[src/rtl/bts_pkg.sv]
`default_nettype none
package bts_pkg;

  localparam int SCORE_W        = 32;
  localparam int CAND_W         = 12;
  localparam int WIDTH_W        = 5;
  localparam int RANK_W         = 4;
  localparam int SLOT_W         = 13;
  localparam logic [WIDTH_W-1:0] WIDTH_RESET = 5'd4;

  typedef struct packed {
    logic signed [SCORE_W-1:0] score;
    logic [CAND_W-1:0]         candidate_index;
    logic                      last_candidate;
  } in_item_t;

  typedef struct packed {
    logic [RANK_W-1:0]         rank;
    logic [SLOT_W-1:0]         source_slot;
    logic signed [SCORE_W-1:0] best_score;
    logic [WIDTH_W-1:0]        kept_count;
    logic                      last_result;
  } out_item_t;

  // per-cycle command broadcast to every cell
  typedef struct packed {
    logic insert;  // place the newcomer, push lower entries down
    logic shift;   // move every entry one place toward the head
  } cell_ctrl_t;

  typedef enum logic {
    ST_COLLECT,
    ST_EMIT
  } bts_state_t;

endpackage
`default_nettype wire

[src/rtl/bts_cell.sv]
`default_nettype none
module bts_cell
  import bts_pkg::*;
#(
  parameter int INDEX_BITS = 12
) (
  input  wire logic                      clk,
  input  wire cell_ctrl_t                ctrl,
  input  wire logic                      occupied,
  input  wire logic signed [SCORE_W-1:0] new_score,
  input  wire logic [INDEX_BITS-1:0]     new_idx,
  input  wire logic                      prev_ins,
  input  wire logic signed [SCORE_W-1:0] prev_score,
  input  wire logic [INDEX_BITS-1:0]     prev_idx,
  input  wire logic signed [SCORE_W-1:0] next_score,
  input  wire logic [INDEX_BITS-1:0]     next_idx,
  output logic                           ins,
  output logic signed [SCORE_W-1:0]      score,
  output logic [INDEX_BITS-1:0]          idx
);

  logic signed [SCORE_W-1:0] score_r, score_nxt;
  logic [INDEX_BITS-1:0]     idx_r, idx_nxt;

  // newcomer lands at or above this cell; ties stay behind the held entry
  assign ins = !occupied || (new_score > score_r);

  always_comb begin
    score_nxt = score_r;
    idx_nxt   = idx_r;
    if (ctrl.shift) begin
      score_nxt = next_score;
      idx_nxt   = next_idx;
    end else if (ctrl.insert && ins) begin
      if (prev_ins) begin
        score_nxt = prev_score;
        idx_nxt   = prev_idx;
      end else begin
        score_nxt = new_score;
        idx_nxt   = new_idx;
      end
    end
  end

  always_ff @(posedge clk) begin
    score_r <= score_nxt;
    idx_r   <= idx_nxt;
  end

  assign score = score_r;
  assign idx   = idx_r;

endmodule
`default_nettype wire

[src/rtl/beam_top_k_selector.sv]
`default_nettype none
// Streaming top-k selector for beam search. Candidates (signed Q16.16 score plus
// index) arrive one per cycle and are sorted on the fly into a chain of MAX_BEAM
// cells, best score at the head; equal scores keep arrival order, and a newcomer
// that does not beat the lowest of a full chain is dropped. The transfer marked
// last_candidate is included and then closes the set: the block stops taking
// input and emits n = min(candidates held, beam width) results, best first, one
// per output transfer, after which the chain is empty and input resumes. While
// results go out, the chain drains one entry toward its head per output
// transfer. A result waits in an output register, so input reopens as soon as
// the final one is loaded. beam_width (cfg_wr_data, reset 4) is read when the
// last candidate arrives; zero acts as one and values above MAX_BEAM act as
// MAX_BEAM. source_slot is effective width plus candidate index, modulo 2^13.
module beam_top_k_selector
  import bts_pkg::*;
#(
  parameter int MAX_BEAM   = 16,
  parameter int INDEX_BITS = 12
) (
  input  wire logic               clk,
  input  wire logic               rst_n,
  input  wire logic               cfg_wr_en,
  input  wire logic [WIDTH_W-1:0] cfg_wr_data,
  input  wire logic               in_valid,
  input  wire in_item_t           in_item,
  output logic                    in_stall,
  output logic                    out_valid,
  output out_item_t               out_item,
  input  wire logic               out_stall
);

  localparam int FILL_W = $clog2(MAX_BEAM + 1);
  localparam int CMP_W  = (FILL_W > WIDTH_W) ? FILL_W : WIDTH_W;

  // control state
  bts_state_t         state_r, state_nxt;
  logic [FILL_W-1:0]  fill_r, fill_nxt;
  logic [WIDTH_W-1:0] k_r, k_nxt;          // index of the next result
  logic [WIDTH_W-1:0] n_r, n_nxt;          // results in this run
  logic [WIDTH_W-1:0] w_r, w_nxt;          // effective width latched at last
  logic [WIDTH_W-1:0] beam_width_r;
  logic               out_valid_r, out_valid_nxt;
  out_item_t          out_item_r, out_item_nxt;

  logic               in_xfer;
  logic               out_load;
  logic [FILL_W-1:0]  fill_after;
  logic [WIDTH_W-1:0] w_eff;
  cell_ctrl_t         ctrl;

  // cell chain wiring
  logic [MAX_BEAM-1:0]             ins;
  logic [MAX_BEAM-1:0]             occ;
  logic signed [SCORE_W-1:0]       c_score [MAX_BEAM];
  logic [INDEX_BITS-1:0]           c_idx   [MAX_BEAM];
  logic [INDEX_BITS-1:0]           new_idx;

  assign in_stall = (state_r != ST_COLLECT);
  assign in_xfer  = in_valid && !in_stall;
  assign out_load = (state_r == ST_EMIT) && (!out_valid_r || !out_stall);
  assign new_idx  = INDEX_BITS'(in_item.candidate_index);

  assign ctrl.insert = in_xfer;
  assign ctrl.shift  = out_load;

  for (genvar i = 0; i < MAX_BEAM; i++) begin : g_cell
    // cell i holds an entry when it sits below the fill level
    assign occ[i] = (FILL_W'(i) < fill_r);

    if (i == 0) begin : g_head
      bts_cell #(.INDEX_BITS(INDEX_BITS)) u_cell (
        .clk        (clk),
        .ctrl       (ctrl),
        .occupied   (occ[i]),
        .new_score  (in_item.score),
        .new_idx    (new_idx),
        .prev_ins   (1'b0),
        .prev_score (in_item.score),
        .prev_idx   (new_idx),
        .next_score (c_score[(i + 1) % MAX_BEAM]),
        .next_idx   (c_idx[(i + 1) % MAX_BEAM]),
        .ins        (ins[i]),
        .score      (c_score[i]),
        .idx        (c_idx[i])
      );
    end else if (i == MAX_BEAM - 1) begin : g_tail
      bts_cell #(.INDEX_BITS(INDEX_BITS)) u_cell (
        .clk        (clk),
        .ctrl       (ctrl),
        .occupied   (occ[i]),
        .new_score  (in_item.score),
        .new_idx    (new_idx),
        .prev_ins   (ins[i - 1]),
        .prev_score (c_score[i - 1]),
        .prev_idx   (c_idx[i - 1]),
        .next_score (c_score[i]),
        .next_idx   (c_idx[i]),
        .ins        (ins[i]),
        .score      (c_score[i]),
        .idx        (c_idx[i])
      );
    end else begin : g_mid
      bts_cell #(.INDEX_BITS(INDEX_BITS)) u_cell (
        .clk        (clk),
        .ctrl       (ctrl),
        .occupied   (occ[i]),
        .new_score  (in_item.score),
        .new_idx    (new_idx),
        .prev_ins   (ins[i - 1]),
        .prev_score (c_score[i - 1]),
        .prev_idx   (c_idx[i - 1]),
        .next_score (c_score[i + 1]),
        .next_idx   (c_idx[i + 1]),
        .ins        (ins[i]),
        .score      (c_score[i]),
        .idx        (c_idx[i])
      );
    end
  end

  // fill saturates once the chain is full
  assign fill_after = (fill_r == FILL_W'(MAX_BEAM)) ? fill_r : fill_r + 1'b1;

  // clamp configured width into 1..MAX_BEAM
  always_comb begin
    if (beam_width_r == '0) begin
      w_eff = WIDTH_W'(1);
    end else if (CMP_W'(beam_width_r) > CMP_W'(MAX_BEAM)) begin
      w_eff = WIDTH_W'(MAX_BEAM);
    end else begin
      w_eff = beam_width_r;
    end
  end

  always_comb begin
    state_nxt     = state_r;
    fill_nxt      = fill_r;
    k_nxt         = k_r;
    n_nxt         = n_r;
    w_nxt         = w_r;
    out_item_nxt  = out_item_r;
    out_valid_nxt = out_valid_r && out_stall;

    case (state_r)
      ST_COLLECT: begin
        if (in_xfer) begin
          fill_nxt = fill_after;
          if (in_item.last_candidate) begin
            state_nxt = ST_EMIT;
            k_nxt     = '0;
            w_nxt     = w_eff;
            if (CMP_W'(fill_after) < CMP_W'(w_eff)) begin
              n_nxt = WIDTH_W'(fill_after);
            end else begin
              n_nxt = w_eff;
            end
          end
        end
      end
      ST_EMIT: begin
        if (out_load) begin
          out_valid_nxt            = 1'b1;
          out_item_nxt.rank        = RANK_W'(k_r);
          out_item_nxt.source_slot = SLOT_W'(w_r) + SLOT_W'(c_idx[0]);
          out_item_nxt.best_score  = c_score[0];
          out_item_nxt.kept_count  = n_r;
          out_item_nxt.last_result = (k_r == n_r - 1'b1);
          k_nxt                    = k_r + 1'b1;
          // final result loaded: list is cleared and input reopens
          if (k_r == n_r - 1'b1) begin
            state_nxt = ST_COLLECT;
            fill_nxt  = '0;
          end
        end
      end
      default: begin
        state_nxt = ST_COLLECT;
      end
    endcase
  end

  always_ff @(posedge clk) begin
    if (!rst_n) begin
      state_r      <= ST_COLLECT;
      fill_r       <= '0;
      k_r          <= '0;
      n_r          <= '0;
      w_r          <= '0;
      out_valid_r  <= 1'b0;
      beam_width_r <= WIDTH_RESET;
    end else begin
      state_r     <= state_nxt;
      fill_r      <= fill_nxt;
      k_r         <= k_nxt;
      n_r         <= n_nxt;
      w_r         <= w_nxt;
      out_valid_r <= out_valid_nxt;
      if (cfg_wr_en) begin
        beam_width_r <= cfg_wr_data;
      end
    end
  end

  // result payload, no reset needed
  always_ff @(posedge clk) begin
    out_item_r <= out_item_nxt;
  end

  assign out_valid = out_valid_r;
  assign out_item  = out_item_r;

endmodule
`default_nettype wire
[config.mk]
export PLATFORM = sky130hd
export DESIGN_NAME = beam_top_k_selector
export DESIGN_NICKNAME = d
export VERILOG_FILES = /design/src/rtl/bts_pkg.sv /design/src/rtl/bts_cell.sv /design/src/rtl/beam_top_k_selector.sv
export SDC_FILE = /design/constraint.sdc
export NUM_CORES = 2
export LEC_CHECK = 0
export BUFFER_PORTS_ARGS = -buffer_cell sky130_fd_sc_hd__buf_2
export CORE_AREA = 3 3 358 360
export DETAILED_ROUTE_END_ITERATION = 8
export DIE_AREA = 0 0 361 363
export HOLD_SLACK_MARGIN = 0.06
export PLACE_DENSITY_LB_ADDON = 0.3
export REMOVE_ABC_BUFFERS = 1
export SLEW_MARGIN = 0
export SYNTH_ARGS = -nofsm -noshare
export SYNTH_HDL_FRONTEND = slang
export SYNTH_SLANG_ARGS = --single-unit
[constraint.sdc]
create_clock -name clk -period 7 [get_ports clk]
set_clock_uncertainty 0.05 [all_clocks]
set_input_delay 0.35 -clock clk [delete_from_list [all_inputs] [get_ports clk]]
set_output_delay 0.35 -clock clk [all_outputs]
set_load 0.005 [all_outputs]
==> results by group <==
Outcome
  • Status: complete, no violations

CTS
  • H-tree levels: 3
  • Num CTS Buffers: 88
  • Hold buffers post-CTS: 18
  • CTS root buf: clkbuf_16
  • Post-CTS Setup Inserts: 0
  • Max Root-Sink Buffers: 3
  • Clock Sinks: 786
  • Clock tree from TritonCTS: done
  • Resized cells post-CTS: 0
  • Clock transition at path regs: 0.06 ns
  • Clock insertion delay at the later pin of the skew report: 0.68 ns

Logic synthesis
  • Synthesized area: 50100 µm²
  • Cells after synthesis: 4725
  • Synth unique cells: 66
  • Fraction of registers with async set/reset: 0
  • Avg Inst Size Synth: 10.6 µm²
  • #FFs+latches synth: 786
  • Syn. warnings: 0
  • Top-area cell type share of the netlist area: 0.455
  • Most common cell in the netlist: edfxtp_1
  • Most frequent cells after synthesis: edfxtp_1 (759), inv_1 (538), ha_1 (525)
  • Synth Flop Type: edfxtp_1
  • Sequential fraction of the synthesis area: 0.466
  • Synth area leader: edfxtp_1
  • Top cells by area, synth: edfxtp_1 (46%), ha_1 (13%), a221o_1 (5.4%)
  • Post-synth EDFFs: 759

Global routing
  • Antenna violations before repair: 7
  • Vias in the first global route: 38200
  • First-pass GRT wire length: 255000 µm
  • Total gr overflow: 0
  • GRT Total Usage: 0.256
  • Largest net degree at the start of global routing: 229

STA
  • Slew Limit Fails: 0
  • Setup TNS: 0 ns
  • Fmax: 215 MHz
  • RSZ-0062 raised after global routing: false
  • Part of the cycle the worst path needs: 0.666
  • Count of final hold-check violations: 0
  • Post-route minimum period: 4.66 ns
  • Slew headroom: 0.178
  • Slew @ Worst Pin: 1.22 ns
  • Final setup vio count: 0

Worst setup path
  • Critical path's largest stage delay: 1.02 ns
  • CP startpoint kind: flip-flop
  • Reg2Reg Capture Point: g_cell[13].g_mid.u_cell.idx[9]$_DFFE_PP_
  • Critical path endpoint category: flip-flop
  • CP max stage cell: nor4_1
  • Ordered list of cells on the worst path: inv_1 > ha_1 > nand4_1 > nor4_1 > o311a_1 > o21ai_0 > o211ai_1 > buf_4 > buf_4 > mux2i_1 > a21oi_1
  • Worst reg2reg path depth: 11
  • Arrival @ worst endpoint: 5.00 ns
  • Critical Path RT: 7.34 ns
  • Setup CP Type: flip-flop to flip-flop
  • CP max FO: 42
  • Reg2Reg Setup Slack: 2.34 ns
  • Worst r2r src: g_cell[12].g_mid.u_cell.score[19]$_DFFE_PP_
  • Most Frequent Cell on Critical Path: buf_4

Floorplan
  • Die Ht: 363 µm
  • Die area: 131000 µm²
  • Initial Util: 0.399
  • Die extent in x: 361 µm
  • Row count: 130
  • Top-Level Pins: 112
  • Area of the core: 125000 µm²

Worst hold path
  • Hold path startpoint: in_item[0]
  • Hold WC Path Type: input port to flip-flop
  • Hold path cells: 4
  • Hold Path End: k_r[1]$_SDFFE_PN0P_

Power
  • Pleak: 23.3 nW
  • Final Power: 15.4 mW
  • Cell Pwr Density: 281 nW/µm²
  • Worst VDD drop: 0.190 mV

Placed design
  • Placed Cells: 6198
  • Port bufs: 111
  • GP Congestion: 1.00
  • DP HPWL: 116000 µm

Final layout
  • Nets: 5237
  • Filler cell count: 11700
  • Layout cell share with drive strength beyond 1: 0.0812
  • Layout area overhead: 9.74%
  • Fin cells: 6380

Routing
  • WL per Instance: 27.1 µm
  • Post-route ant nets: 0
  • Via density: 6.27
  • WL final: 173000 µm
  • TritonRoute pass-1 iters: 6
  • Drt drc: 0
  • Via Count: 40000
  • DRC violation total after the first TritonRoute iteration: 4706

Flow run
  • MaxCap Viol Count: 0
-- metal layers --
metal	part of all wire	track usage	vias up	routed length (µm)
met1	0.43	0.364	19700	73900
li1	-	-	18000	-
met2	0.43	0.385	2037	74500
met3	0.094	0.0401	307	16300
met4	0.049	0.119	0	8470
met5	0	0	-	0
-- through the flow --
stage / worst slack [ns] / utilization / hold WS, ns / cell area [µm²]
5_1_grt: 2.24 / 0.438 / 0.113 / 54900
6_report: 2.34 / 0.438 / 0.0999 / 54900
4_1_cts: 2.44 / 0.438 / 0.0634 / 54900
3_5_place_dp: 2.12 / 0.414 / 0.405 / 51900
3_3_place_gp: 2.19 / 0.414 / 0.398 / 51900
2_1_floorplan: -27.52 / - / 0.362 / 48500
-- critical path, delay by kind of cell, from the launching register on --
kind / cells / cell delay [ns]
adder cells (fa/ha/maj): 1 / 0.31
multiplexers: 1 / 0.30
AO/OA/AOI/OAI: 4 / 0.66
buffers and inverters: 3 / 1.24
flip-flops: 1 / 0.46
AND/OR/NAND/NOR: 2 / 1.32
-- report_power, final --
part	switching (mW)	internal, mW	total [mW]
combinational	2.51	1.47	3.98
clock	2.06	2.64	4.70
sequential	0.487	6.27	6.76
total	5.06	10.4	15.4
-- worst max path at each step --
stage | startpoint | to | cells after the start
6_report | g_cell[12].g_mid.u_cell.score[19]$_DFFE_PP_ | g_cell[13].g_mid.u_cell.idx[9]$_DFFE_PP_ | 11
5_1_grt | g_cell[12].g_mid.u_cell.score[19]$_DFFE_PP_ | g_cell[13].g_mid.u_cell.idx[8]$_DFFE_PP_ | 11
4_1_cts | g_cell[2].g_mid.u_cell.score[31]$_DFFE_PP_ | g_cell[3].g_mid.u_cell.score[31]$_DFFE_PP_ | 11
3_5_place_dp | in_item[13] | g_cell[6].g_mid.u_cell.score[17]$_DFFE_PP_ | 12
3_3_place_gp | in_item[44] | g_cell[3].g_mid.u_cell.score[28]$_DFFE_PP_ | 11
2_1_floorplan | out_valid$_SDFF_PN0_ | g_cell[14].g_mid.u_cell.idx[0]$_DFFE_PP_ | 4
-- cell usage in the layout, fill, tap and decap left out, types with 11 or more instances in the layout --
| cell | n |
|---|---|
| a211oi_1 | 26 |
| a21boi_0 | 18 |
| a21o_1 | 92 |
| a21oi_1 | 334 |
| a221o_1 | 270 |
| and2_1 | 46 |
| and3_1 | 81 |
| buf_2 | 111 |
| buf_4 | 51 |
| clkbuf_1 | 11 |
| clkbuf_16 | 93 |
| clkinv_1 | 24 |
| clkinv_2 | 11 |
| dfxtp_1 | 27 |
| dlygate4sd3_1 | 18 |
| edfxtp_1 | 759 |
| ha_1 | 525 |
| inv_1 | 538 |
| mux2_2 | 47 |
| mux2i_1 | 143 |
| nand2_1 | 162 |
| nand2b_1 | 13 |
| nand3_1 | 292 |
| nand4_1 | 111 |
| nor2_1 | 172 |
| nor2b_1 | 27 |
| nor3_1 | 195 |
| o211ai_1 | 19 |
| o21a_1 | 13 |
| o21ai_0 | 93 |
| o221ai_1 | 218 |
| xnor2_1 | 13 |
-- area by class of cell --
cell class                      count  area (µm²)  area share
Antenna cell                        3        7.51    0.000137
Clock buffer                      104        2370      0.0431
Clock inverter                     57         460     0.00838
Inverter                          539        2030      0.0370
Multi-Input combinational cell   3055       23400       0.426
Sequential cell                   786       23300       0.425
Tap cell                         1650        2060      0.0376
Timing Repair Buffer              186        1240      0.0226
-- logic make-up after synthesis --
group,Yosys count,share of synthesized area
flops,786,0.466
buf+inv,884,0.0708
mux,190,0.0392
compound gates,1152,0.171
simple gates,1165,0.117
xor+xnor,22,0.00385
fa+ha+maj,526,0.132
-- registers in the layout, indices dropped and copies added (netlist names) --
| register | flops |
|---|---|
| in_stall | 1 |
| g_cell.g_head.u_cell.score | 32 |
| beam_width_r | 5 |
| out_item | 55 |
| w_r | 5 |
| k_r | 5 |
| g_cell.g_mid.u_cell.score | 448 |
| n_r | 5 |
| fill_r | 5 |
| g_cell.g_tail.u_cell.idx | 12 |
| g_cell.g_mid.u_cell.idx | 168 |
| out_valid | 1 |
| g_cell.g_head.u_cell.idx | 12 |
| g_cell.g_tail.u_cell.score | 32 |
Note: power is estimated with default switching activity, not from simulation.
